## src/sv/rql_pkg.sv

```systemverilog
// ----------------------------------------------------------------------------
// rql_pkg
// types, codes and constants of the resource quota limiter
// ----------------------------------------------------------------------------
package rql_pkg;

	localparam int unsigned VAL_W    = 32;
	localparam int unsigned CFG_W    = 36;
	localparam int unsigned SLOT_W   = 9;
	localparam int unsigned MAX_SLOTS = 8;
	localparam int unsigned PCT_SCALE = 100;
	localparam int unsigned SCALED_W = VAL_W + 7;

	typedef enum logic [1:0] {
		CMD_ALLOC   = 2'd0,
		CMD_RELEASE = 2'd1,
		CMD_RESET   = 2'd2,
		CMD_READ    = 2'd3
	} cmd_t;

	typedef enum logic [1:0] {
		RES_MEMORY  = 2'd0,
		RES_CPU     = 2'd1,
		RES_IO      = 2'd2,
		RES_INVALID = 2'd3
	} res_t;

	typedef enum logic [1:0] {
		STAT_OK       = 2'd0,
		STAT_EXCEEDED = 2'd1,
		STAT_INVALID  = 2'd2
	} stat_t;

	localparam logic [2:0] REG_MEMORY_QUOTA    = 3'd0;
	localparam logic [2:0] REG_CPU_LIMIT       = 3'd1;
	localparam logic [2:0] REG_IO_LIMIT        = 3'd2;
	localparam logic [2:0] REG_ENFORCE_LIMITS  = 3'd3;
	localparam logic [2:0] REG_THRESHOLD_COUNT = 3'd4;
	localparam logic [2:0] REG_THRESHOLDS_LOW  = 3'd5;
	localparam logic [2:0] REG_THRESHOLDS_HIGH = 3'd6;

	localparam logic [VAL_W-1:0] MEMORY_QUOTA_RST = 32'd10485760;
	localparam logic [VAL_W-1:0] CPU_LIMIT_RST    = 32'd1000;
	localparam logic [VAL_W-1:0] IO_LIMIT_RST     = 32'd1000;

	typedef enum logic [1:0] {
		ST_IDLE,
		ST_EXEC,
		ST_DIV,
		ST_DONE
	} top_state_t;

	typedef enum logic [1:0] {
		DIV_IDLE,
		DIV_LOAD,
		DIV_SAT,
		DIV_STEP
	} div_state_t;

	typedef struct packed {
		logic             start;
		logic [VAL_W-1:0] usage;
		logic [VAL_W-1:0] quota;
	} div_req_t;

	typedef struct packed {
		logic       done;
		logic [7:0] pct;
	} div_rsp_t;

endpackage

```

## src/sv/rql_div.sv

```systemverilog
// ----------------------------------------------------------------------------
// rql_div
// serial percentage unit: floor(usage*100/quota), saturated to 255,
// one shared compare-subtract per cycle
// ----------------------------------------------------------------------------
module rql_div
	import rql_pkg::*;
(
	input  logic     clk,
	input  logic     arst_n,
	input  div_req_t req,
	output div_rsp_t rsp
);

	div_state_t state_q, state_d;

	logic [VAL_W-1:0]    usage_q;
	logic [VAL_W-1:0]    quota_q;
	logic [SCALED_W-1:0] scaled_q;
	logic [VAL_W-1:0]    rem_q;
	logic [7:0]          lo_q;
	logic [7:0]          quo_q;
	logic [2:0]          cnt_q;
	logic                done_q;

	logic [VAL_W:0]   trial;
	logic [VAL_W+1:0] diff;
	logic             ge;
	logic             load_en;
	logic             step_en;

	// shared compare-subtract
	always_comb begin
		if (state_q == DIV_SAT) begin
			trial = (VAL_W+1)'(scaled_q[SCALED_W-1:8]);
		end else begin
			trial = {rem_q, lo_q[7]};
		end
		diff = {1'b0, trial} - {2'b00, quota_q};
		ge   = !diff[VAL_W+1];
	end

	always_comb begin
		state_d = state_q;
		case (state_q)
			DIV_IDLE: begin
				if (req.start) begin
					state_d = DIV_LOAD;
				end
			end
			DIV_LOAD: state_d = DIV_SAT;
			DIV_SAT: begin
				if (ge) begin
					state_d = DIV_IDLE;
				end else begin
					state_d = DIV_STEP;
				end
			end
			DIV_STEP: begin
				if (cnt_q == 3'd0) begin
					state_d = DIV_IDLE;
				end
			end
			default: state_d = DIV_IDLE;
		endcase
	end

	always_comb begin
		load_en = 1'b0;
		step_en = 1'b0;
		case (state_q)
			DIV_IDLE: load_en = req.start;
			DIV_STEP: step_en = 1'b1;
			default: begin
				load_en = 1'b0;
				step_en = 1'b0;
			end
		endcase
	end

	always_ff @(posedge clk or negedge arst_n) begin
		if (!arst_n) begin
			state_q <= DIV_IDLE;
			done_q  <= 1'b0;
		end else begin
			state_q <= state_d;
			done_q  <= ((state_q == DIV_SAT) && ge) || (step_en && (cnt_q == 3'd0));
		end
	end

	always_ff @(posedge clk) begin
		if (load_en) begin
			usage_q <= req.usage;
			quota_q <= req.quota;
		end
		if (state_q == DIV_LOAD) begin
			scaled_q <= SCALED_W'(usage_q) * SCALED_W'(PCT_SCALE);
		end
		if (state_q == DIV_SAT) begin
			rem_q <= VAL_W'(scaled_q[SCALED_W-1:8]);
			lo_q  <= scaled_q[7:0];
			cnt_q <= 3'd7;
			quo_q <= ge ? 8'hFF : 8'h00;
		end
		if (step_en) begin
			rem_q <= ge ? diff[VAL_W-1:0] : trial[VAL_W-1:0];
			lo_q  <= {lo_q[6:0], 1'b0};
			quo_q <= {quo_q[6:0], ge};
			cnt_q <= cnt_q - 3'd1;
		end
	end

	assign rsp.done = done_q;
	assign rsp.pct  = quo_q;

endmodule

```

## src/sv/resource_quota_limiter.sv

```systemverilog
// successful allocate against a nonzero quota: execute, the serial percentage unit, then done,
// where saturation skips the bit steps; every other command: execute, then done
// one item at a time; the serial percentage unit gives one quotient bit a cycle; the next
// item is taken while a result waits on the output
// asynchronous reset clears counters, peaks and control and loads the register defaults
// ----------------------------------------------------------------------------
// resource_quota_limiter
// per-resource usage and peak tracking with quota check, event counters and
// percentage threshold hits
// ----------------------------------------------------------------------------
module resource_quota_limiter
	import rql_pkg::*;
#(
	parameter int THRESHOLD_SLOTS = 8,
	parameter int COUNT_WIDTH     = 32
) (
	input  logic             clk,
	input  logic             arst_n,
	input  logic             cfg_we,
	input  logic [2:0]       cfg_index,
	input  logic [CFG_W-1:0] cfg_data,
	input  logic             in_valid,
	output logic             in_stall,
	input  logic [1:0]       cmd,
	input  logic [1:0]       resource,
	input  logic [VAL_W-1:0] amount,
	output logic             out_valid,
	input  logic             out_stall,
	output logic [1:0]       status,
	output logic [VAL_W-1:0] usage_now,
	output logic [VAL_W-1:0] usage_peak,
	output logic [7:0]       threshold_hits,
	output logic [VAL_W-1:0] violation_total,
	output logic [VAL_W-1:0] alloc_total,
	output logic [VAL_W-1:0] free_total
);

	// configuration
	logic [VAL_W-1:0]  mem_quota_q, cpu_lim_q, io_lim_q;
	logic              enforce_q;
	logic [3:0]        thr_count_q;
	logic [CFG_W-1:0]  thr_low_q, thr_high_q;

	// state
	logic [VAL_W-1:0]       usage_q [3];
	logic [VAL_W-1:0]       peak_q [3];
	logic [COUNT_WIDTH-1:0] viol_cnt_q, alloc_cnt_q, free_cnt_q;

	// item
	top_state_t       state_q, state_d;
	cmd_t             cmd_q;
	res_t             res_q;
	logic [VAL_W-1:0] amt_q;
	stat_t            stat_q;
	logic [7:0]       hits_q;

	// output register
	logic             out_valid_q;
	stat_t            status_q;
	logic [VAL_W-1:0] usage_now_q, usage_peak_q;
	logic [7:0]       hits_out_q;
	logic [VAL_W-1:0] viol_out_q, alloc_out_q, free_out_q;

	logic             accept;
	logic             out_free;
	logic             exec_en;
	logic             done_en;
	logic             res_ok;
	logic [VAL_W-1:0] quota_sel;
	logic [VAL_W-1:0] cur_usage, cur_peak;
	logic [VAL_W:0]   sum;
	logic [VAL_W-1:0] sum_sat;
	logic [VAL_W-1:0] rel_val;
	logic             over;
	logic             is_alloc, is_release, alloc_ok, need_div;
	logic [2*CFG_W-1:0] thr_all;
	logic [SLOT_W-1:0]  slot;
	logic [7:0]         hits_d;

	div_req_t div_req;
	div_rsp_t div_rsp;

	assign accept   = in_valid && !in_stall;
	assign out_free = !out_valid_q || !out_stall;

	// configuration writes
	always_ff @(posedge clk or negedge arst_n) begin
		if (!arst_n) begin
			mem_quota_q <= MEMORY_QUOTA_RST;
			cpu_lim_q   <= CPU_LIMIT_RST;
			io_lim_q    <= IO_LIMIT_RST;
			enforce_q   <= 1'b1;
			thr_count_q <= '0;
			thr_low_q   <= '0;
			thr_high_q  <= '0;
		end else if (cfg_we) begin
			case (cfg_index)
				REG_MEMORY_QUOTA:    mem_quota_q <= cfg_data[VAL_W-1:0];
				REG_CPU_LIMIT:       cpu_lim_q   <= cfg_data[VAL_W-1:0];
				REG_IO_LIMIT:        io_lim_q    <= cfg_data[VAL_W-1:0];
				REG_ENFORCE_LIMITS:  enforce_q   <= cfg_data[0];
				REG_THRESHOLD_COUNT: thr_count_q <= cfg_data[3:0];
				REG_THRESHOLDS_LOW:  thr_low_q   <= cfg_data;
				REG_THRESHOLDS_HIGH: thr_high_q  <= cfg_data;
				default: ;
			endcase
		end
	end

	// addressed resource
	always_comb begin
		res_ok = (res_q != RES_INVALID);
		case (res_q)
			RES_MEMORY: begin
				quota_sel = mem_quota_q;
				cur_usage = usage_q[0];
				cur_peak  = peak_q[0];
			end
			RES_CPU: begin
				quota_sel = cpu_lim_q;
				cur_usage = usage_q[1];
				cur_peak  = peak_q[1];
			end
			RES_IO: begin
				quota_sel = io_lim_q;
				cur_usage = usage_q[2];
				cur_peak  = peak_q[2];
			end
			default: begin
				quota_sel = io_lim_q;
				cur_usage = '0;
				cur_peak  = '0;
			end
		endcase
	end

	// quota check and update values
	always_comb begin
		sum        = {1'b0, cur_usage} + {1'b0, amt_q};
		sum_sat    = sum[VAL_W] ? '1 : sum[VAL_W-1:0];
		over       = enforce_q && (quota_sel != '0) && (sum > {1'b0, quota_sel});
		rel_val    = (amt_q > cur_usage) ? '0 : cur_usage - amt_q;
		is_alloc   = (cmd_q == CMD_ALLOC) && res_ok;
		is_release = (cmd_q == CMD_RELEASE) && res_ok;
		alloc_ok   = is_alloc && !over;
		need_div   = alloc_ok && (quota_sel != '0);
	end

	// threshold slots against the percentage
	assign thr_all = {thr_high_q, thr_low_q};

	always_comb begin
		hits_d = '0;
		slot   = '0;
		for (int i = 0; i < MAX_SLOTS; i++) begin
			slot = thr_all[SLOT_W*i +: SLOT_W];
			if ((i < THRESHOLD_SLOTS) && (4'(i) < thr_count_q) && (slot[8:7] == res_q) &&
					(div_rsp.pct >= {1'b0, slot[6:0]})) begin
				hits_d[i] = 1'b1;
			end
		end
	end

	// sequencer
	always_comb begin
		state_d = state_q;
		case (state_q)
			ST_IDLE: begin
				if (in_valid) begin
					state_d = ST_EXEC;
				end
			end
			ST_EXEC: begin
				if (need_div) begin
					state_d = ST_DIV;
				end else begin
					state_d = ST_DONE;
				end
			end
			ST_DIV: begin
				if (div_rsp.done) begin
					state_d = ST_DONE;
				end
			end
			ST_DONE: begin
				if (out_free) begin
					state_d = ST_IDLE;
				end
			end
			default: state_d = ST_IDLE;
		endcase
	end

	always_comb begin
		in_stall      = 1'b1;
		exec_en       = 1'b0;
		done_en       = 1'b0;
		div_req.start = 1'b0;
		div_req.usage = sum_sat;
		div_req.quota = quota_sel;
		case (state_q)
			ST_IDLE: in_stall = 1'b0;
			ST_EXEC: begin
				exec_en       = 1'b1;
				div_req.start = need_div;
			end
			ST_DONE: done_en = out_free;
			default: begin
				in_stall = 1'b1;
				exec_en  = 1'b0;
			end
		endcase
	end

	rql_div u_div (
		.clk    (clk),
		.arst_n (arst_n),
		.req    (div_req),
		.rsp    (div_rsp)
	);

	always_ff @(posedge clk or negedge arst_n) begin
		if (!arst_n) begin
			state_q <= ST_IDLE;
		end else begin
			state_q <= state_d;
		end
	end

	// item capture
	always_ff @(posedge clk) begin
		if (accept) begin
			cmd_q <= cmd_t'(cmd);
			res_q <= res_t'(resource);
			amt_q <= amount;
		end
		if (exec_en) begin
			hits_q <= '0;
			if ((cmd_q == CMD_ALLOC || cmd_q == CMD_RELEASE) && !res_ok) begin
				stat_q <= STAT_INVALID;
			end else if (is_alloc && over) begin
				stat_q <= STAT_EXCEEDED;
			end else begin
				stat_q <= STAT_OK;
			end
		end
		if ((state_q == ST_DIV) && div_rsp.done) begin
			hits_q <= hits_d;
		end
	end

	// usage, peak and event counters
	always_ff @(posedge clk or negedge arst_n) begin
		if (!arst_n) begin
			for (int k = 0; k < 3; k++) begin
				usage_q[k] <= '0;
				peak_q[k]  <= '0;
			end
			viol_cnt_q  <= '0;
			alloc_cnt_q <= '0;
			free_cnt_q  <= '0;
		end else if (exec_en) begin
			if (cmd_q == CMD_RESET) begin
				for (int k = 0; k < 3; k++) begin
					usage_q[k] <= '0;
					peak_q[k]  <= '0;
				end
				viol_cnt_q  <= '0;
				alloc_cnt_q <= '0;
				free_cnt_q  <= '0;
			end else begin
				for (int k = 0; k < 3; k++) begin
					if (2'(k) == res_q) begin
						if (alloc_ok) begin
							usage_q[k] <= sum_sat;
							if (sum_sat > cur_peak) begin
								peak_q[k] <= sum_sat;
							end
						end else if (is_release) begin
							usage_q[k] <= rel_val;
						end
					end
				end
				if (is_alloc && over && (viol_cnt_q != '1)) begin
					viol_cnt_q <= viol_cnt_q + 1'b1;
				end
				if (alloc_ok && (res_q == RES_MEMORY) && (alloc_cnt_q != '1)) begin
					alloc_cnt_q <= alloc_cnt_q + 1'b1;
				end
				if (is_release && (res_q == RES_MEMORY) && (free_cnt_q != '1)) begin
					free_cnt_q <= free_cnt_q + 1'b1;
				end
			end
		end
	end

	// output register
	always_ff @(posedge clk or negedge arst_n) begin
		if (!arst_n) begin
			out_valid_q <= 1'b0;
		end else if (done_en) begin
			out_valid_q <= 1'b1;
		end else if (!out_stall) begin
			out_valid_q <= 1'b0;
		end
	end

	always_ff @(posedge clk) begin
		if (done_en) begin
			status_q     <= stat_q;
			usage_now_q  <= cur_usage;
			usage_peak_q <= cur_peak;
			hits_out_q   <= hits_q;
			viol_out_q   <= VAL_W'(viol_cnt_q);
			alloc_out_q  <= VAL_W'(alloc_cnt_q);
			free_out_q   <= VAL_W'(free_cnt_q);
		end
	end

	assign out_valid       = out_valid_q;
	assign status          = status_q;
	assign usage_now       = usage_now_q;
	assign usage_peak      = usage_peak_q;
	assign threshold_hits  = hits_out_q;
	assign violation_total = viol_out_q;
	assign alloc_total     = alloc_out_q;
	assign free_total      = free_out_q;

endmodule

```

## config.mk

```make
export PLATFORM = sky130hd
export DESIGN_NAME = resource_quota_limiter
export DESIGN_NICKNAME = d
export VERILOG_FILES = /design/src/sv/rql_pkg.sv /design/src/sv/rql_div.sv /design/src/sv/resource_quota_limiter.sv
export SDC_FILE = /design/constraint.sdc
export NUM_CORES = 2
export LEC_CHECK = 0
export ABC_CLOCK_PERIOD_IN_PS = 15000
export BUFFER_PORTS_ARGS = -buffer_cell sky130_fd_sc_hd__clkbuf_2
export CAP_MARGIN = 20
export CORE_MARGIN = 5
export CORE_UTILIZATION = 62
export DETAILED_ROUTE_END_ITERATION = 10
export PLACE_DENSITY = 0.78
export REMOVE_ABC_BUFFERS = 1
export SETUP_SLACK_MARGIN = 0.02
export SLEW_MARGIN = 30
export SYNTH_ARGS = -nofsm -noshare
export SYNTH_HDL_FRONTEND = slang
export SYNTH_SLANG_ARGS = --single-unit
```

## constraint.sdc

```tcl
create_clock -name clk -period 15 [get_ports clk]
set_input_delay 2.25 -clock clk [delete_from_list [all_inputs] [get_ports clk]]
set_output_delay 2.25 -clock clk [all_outputs]
set_load 0.03 [all_outputs]
```

* Word-level counts from Yosys, hierarchy flattened
Index checks and enable logic that the tools add are counted.
Storage, ports and cells: register bits after elaboration 833, bits of input ports 80, memories 0, ROM bits 0, word-level logic and storage cells 242, output and inout port bits 172, bits in latches 0, bits in writable memories 0
Cells by class: reduce and logical (&&, ||, !) cells 77, bitwise logic cells 0, $add $sub $neg 7, div/mod/pow operators 0, mux-type cells 62, equality and inequality tests 36, shifts and indexed selects 0, $mul 1, order comparisons 19
Operator list (count):
- $mux 32 | 21
- $mux 96 | 2
- $pmux 32 s3 | 2
- $add 32x1->32 const B | 3
- $ne 32x32->1 const B | 3
- $ge 8x7->1 | 8
- $gt 32x32->1 | 2
- $pmux 32 s2 | 1
- $mux 8 | 7
- $mul 32x5->37 const B | 1
- $sub 33x32->34 | 1
- $add 32x32->33 | 1
- $gt 33x32->1 | 1
- $logic_and 1x1->1 | 33
- $mux 33 | 1
- $reduce_bool 32->1 | 1
- $sub 32x32->32 | 1
- $reduce_and 2->1 | 11
- $reduce_bool 2->1 | 10
- $mux 1 | 18
- $eq 2x2->1 | 8
- $lt 3x4->1 const A | 4
- $pmux 2 s4 | 2
- $eq 2x2->1 const B | 6
- 20 further kinds | 54

* Longest topological paths before layout
word-level depth 11, gate-level depth with buffers 35, depth with buffers taken out 28

* Hierarchy
Synthesis repeated with hierarchy kept, for this count alone.
Second synthesis, totals: cells, all modules 4098, area, all modules 46368.2 sq um
By module, submodules not included:
- resource_quota_limiter | sequential area each 18116.1 sq um, instances 1, area an instance 35212.5 sq um, cells an instance 3031
- rql_div | sequential area each 4579.4 sq um, instances 1, area an instance 11155.7 sq um, cells an instance 1067

* Worst setup path before layout
OpenSTA, ideal clock, no wires.
path kind input-to-reg, start point input port out_stall, end point register alloc_out_q[0] (netlist: alloc_total[0]), enable pin, setup slack -468 ps, data required time 14043 ps, stages 1, data arrival time 14511 ps, buffers on the path 0, setup time 957 ps, cell sequence a21boi_0
Between the ends: longest elaborated chain between the ends 3
RTL lines:
- start, declared | line resource_quota_limiter.sv:28 | input logic out_stall,
- $logic_not 1->1
- $logic_or 1x1->1 | line resource_quota_limiter.sv:84 | assign out_free = !out_valid_q || !out_stall;
- $mux 1 | line resource_quota_limiter.sv:201 | case (state_q)
- end signal, assigned | line resource_quota_limiter.sv:315 | alloc_out_q <= VAL_W'(alloc_cnt_q);
- end, declared | line resource_quota_limiter.sv:62 | logic [VAL_W-1:0] viol_out_q, alloc_out_q, free_out_q;
No other way between the ends. A chain may end at the register's enable or synchronous reset.

* Worst setup path after layout
start point register res_q[1], end point register usage_q[52] (netlist name)
Between the ends: longest elaborated chain between the ends 10, elaborated cells between the ends (all ways) 27, classes of those cells 2 x add/sub; 2 x order compare; 4 x eq/ne; 8 x mux; 11 x reduce/logical
RTL lines:
- start, declared | line resource_quota_limiter.sv:52 | res_t res_q;
- start signal, assigned | line resource_quota_limiter.sv:234 | res_q <= res_t'(resource);
- $eq 2x2->1 (tied with other cells) | line resource_quota_limiter.sv:113 | case (res_q)
- $pmux 32 s3 * | line resource_quota_limiter.sv:113
- net cur_usage[1] | line resource_quota_limiter.sv:70 | logic [VAL_W-1:0] cur_usage, cur_peak;
- $add 32x32->33 | line resource_quota_limiter.sv:139 | sum = {1'b0, cur_usage} + {1'b0, amt_q};
- $gt 33x32->1 | line resource_quota_limiter.sv:141 | over = enforce_q && (quota_sel != '0) && (sum > {1'b0, quota_sel});
- $logic_and 1x1->1 | line resource_quota_limiter.sv:141
- $logic_not 1->1 | line resource_quota_limiter.sv:145 | alloc_ok = is_alloc && !over;
- $logic_and 1x1->1 | line resource_quota_limiter.sv:145
- $mux 32 | line resource_quota_limiter.sv:274 | if (alloc_ok) begin
- $mux 32 | line resource_quota_limiter.sv:273 | if (2'(k) == res_q) begin
- $mux 96 | line resource_quota_limiter.sv:263 | if (cmd_q == CMD_RESET) begin
- end signal, assigned by index | line resource_quota_limiter.sv:275 | usage_q[k] <= sum_sat;
- end signal, assigned by index | line resource_quota_limiter.sv:280 | usage_q[k] <= rel_val;
- end, declared | line resource_quota_limiter.sv:45 | logic [VAL_W-1:0] usage_q [3];
The timed path passes the listed nets; every way through them passes the cells marked *. The select of a mux whose other input is x is not followed.

==> out/results.tsv <==
stage	metric	value	unit
run_status	status	finished, final reports clean	
cts	cts_buffers	86	
layout	finalNonFillerCells	5419	
floorplanning	fp.dieH	281	um
layout	nets	4820	
logic_synthesis	synth_cells	4181	
logic_synthesis	ys_warn_count	0	
grt	grt_max_degree	113	
cts	ctsHtreeMaxLevel	3	
worst_setup_path	cpMostUsedCell	a21oi_1	
power	p_int	5850	uW
worst_setup_path	crit_slowest_cell	buf_4	
floorplanning	rows	99	
layout	area_growth	11.4	%
power	powerDensity	192	nW/um^2
logic_synthesis	ys_seq_area_share	49.8	%
timing	relSlewSlack	28.5	%
power	leakage	0.0233	uW
cts	cts_root_buffer	clkbuf_16	
cts	cts_resized	0	
worst_setup_path	cp_top_family	compound AO/OA/AOI/OAI gates	
power	switching_share	40.1	%
worst_setup_path	required	15570	ps
grt	grt_pass1_vias	32500	
grt	grt_overflow	0	
floorplanning	fp.coreArea	73000	sq um
logic_synthesis	synth_cell_type_count	84	
placement	placed_cell_area	47700	sq um
worst_hold_path	min-delay-path-class	flop to flop	
route	drt_iter0_drc	3074	
power	combPwrFrac	41.9	%
timing	holdWs	417	ps
layout	fill_cells	5275	
cts	clock_sinks	833	
cts	cts_setup_buffers	0	
floorplanning	die_w	281	um
floorplanning	ios	252	
timing	period_share	58.9	%
grt	antenna_found_initial	2	
timing	fmax	113	MHz
cts	hold_buffers	0	
worst_setup_path	crit_cells	26	
worst_setup_path	reg2regPathDepth	26	
power	clkPwrFrac	22.6	%
placement	dp_hpwl	84900	um
route	firstDrtPassIters	5	
power	total_power	9760	uW
logic_synthesis	synth_edf_count	366	
cts	cts_tree	yes	
power	switching_power	3910	uW
timing	worstMarginPinSlew	1040	ps
floorplanning	die-area	79000	sq um
cts	clk_pin_slew	60	ps
worst_setup_path	crit_path_max_fanout	43	
logic_synthesis	syn_area	45600	sq um
worst_hold_path	hold_depth	0	
cts	clockBufferDepth	3	
cts	clk_latency	660	ps
placement	portBuffers	251	
worst_setup_path	worstSetupStartpointType	flop	
grt	grt_pass1_wl	186000	um
timing	fin_crit	8840	ps
worst_setup_path	worst-setup-path-type	flop to flop	
floorplanning	start_util	62.5	%
timing	fin_setup_tns	0	ps
logic_synthesis	yosys_register_bits	833	
logic_synthesis	async_reset_ff_share	56.1	%
flow_run	maxCapViolCount	0	
worst_setup_path	cp.arrival	9410	ps
worst_setup_path	crit_buf_inv	4	
logic_synthesis	synthFlopType	dfrtp_1	
placement	globalplace.congestion	0.979	
timing	drv_slew	0	
worst_setup_path	max_stage_delay	670	ps
placement	place_inst	5252	
layout	final_common_cell	dfrtp_1	
timing	hold_viol_final	0	
power	vdd.ir_drop.worst	0.119	mV
route	via_count	32900	
layout	final_area	50800	sq um
route	viasPerCell	6.08	
route	drc	0	
logic_synthesis	syn_avg_cell_area	10.9	sq um
worst_setup_path	endpoint_kind	flop	
route	finalWirelength	120000	um
route	final_antenna_net_count	0	
timing	setup_violations	0	
timing	skew	28.8	ps
grt	grtUsageTotal	29.8	%
route	wl_per_cell	22.1	um
layout	final_layout_size_suffix_gt1_share	18.4	%
layout	final_cell_mix	dfrtp_1, inv_1, edfxtp_1	
timing	rsz0062_at_grt	false	
power	seq_power_share	35.4	%
-- state kept, by name (all words and copies together) (netlist names), 36 cells and up --
register,cells
peak_q,96
usage_q,96
u_div.scaled_q,37
thr_high_q,36
thr_low_q,36
-- cell families after synthesis --
logic type / after synthesis / share of synthesized area (%)
and+or+nand+nor: 1058 / 11.2
DFF: 833 / 49.8
AOI/OAI and AO/OA: 752 / 10.1
buffers and inverters: 570 / 4.90
muxes: 410 / 9.86
adders and majority gates: 356 / 10.3
xor gates and xnor gates: 202 / 3.88
-- per-stage QoR --
step | setup WS (ps) | utilization, %
floorplan | -2720 | -
global placement | 6230 | 65.4
detailed placement | 6360 | 65.4
CTS | 6360 | 69.4
global route | 5730 | 69.6
finish | 6160 | 69.6
-- path summary, 6_finish.rpt --
check	to	slack, ps	startpoint
min in group asynchronous	thr_low_q[28]$_DFFE_PN0P_	1540	arst_n
hold reg to reg	threshold_hits[7]$_DFFE_PP_	420	hits_q[7]$_SDFFCE_PN0P_
setup / recovery	usage_q[52]$_DFFE_PN0P_	6160	res_q[1]$_DFFE_PP_
setup reg to reg	usage_q[52]$_DFFE_PN0P_	6160	res_q[1]$_DFFE_PP_
hold / removal	threshold_hits[7]$_DFFE_PP_	420	hits_q[7]$_SDFFCE_PN0P_
max in group asynchronous	alloc_cnt_q[30]$_DFFE_PN0P_	11540	arst_n
-- cells in the mapped netlist (62+ instances only) --
library cell / count / area (sq um)
a21o_1: 62 / 465
dfrtp_1: 452 / 11300
clkbuf_1: 125 / 469
xor2_1: 67 / 587
xnor2_1: 135 / 1180
edfxtp_1: 366 / 11000
inv_1: 383 / 1440
nand3_1: 143 / 716
o21ai_0: 232 / 1160
nor2_1: 283 / 1060
a21oi_1: 207 / 1040
mux2_2: 307 / 3460
nand2_1: 274 / 1030
ha_1: 326 / 4080
mux2i_1: 102 / 1020
-- power by group through the flow --
| stage | Clock [uW] | Sequential, uW | Combinational, uW |
|---|---|---|---|
| after floorplan | 0 | 3750 | 2530 |
| after global placement | 0 | 3470 | 3890 |
| after detailed placement | 0 | 3480 | 3990 |
| after CTS | 2240 | 3450 | 4010 |
| after global routing | 2330 | 3510 | 4460 |
| final | 2210 | 3460 | 4090 |
-- cell type report --
type / count / area, sq um / share of cell area, %
Antenna cell: 3 / 7.51 / 0.0148
Clock buffer: 122 / 2500 / 4.93
Clock inverter: 39 / 452 / 0.890
Inverter: 387 / 1450 / 2.86
Multi-Input combinational cell: 2778 / 20800 / 40.9
Sequential cell: 833 / 22700 / 44.7
Tap cell: 959 / 1200 / 2.36
Timing Repair Buffer: 298 / 1680 / 3.31
-- per-layer routing --
metal | global-route usage, % | routed length (um)
met1 | 42.7 | 50900
met2 | 47.2 | 55800
met3 | 4.67 | 9160
met4 | 10.1 | 3940
met5 | 0 | 0
(Power assumes the default switching activity.)
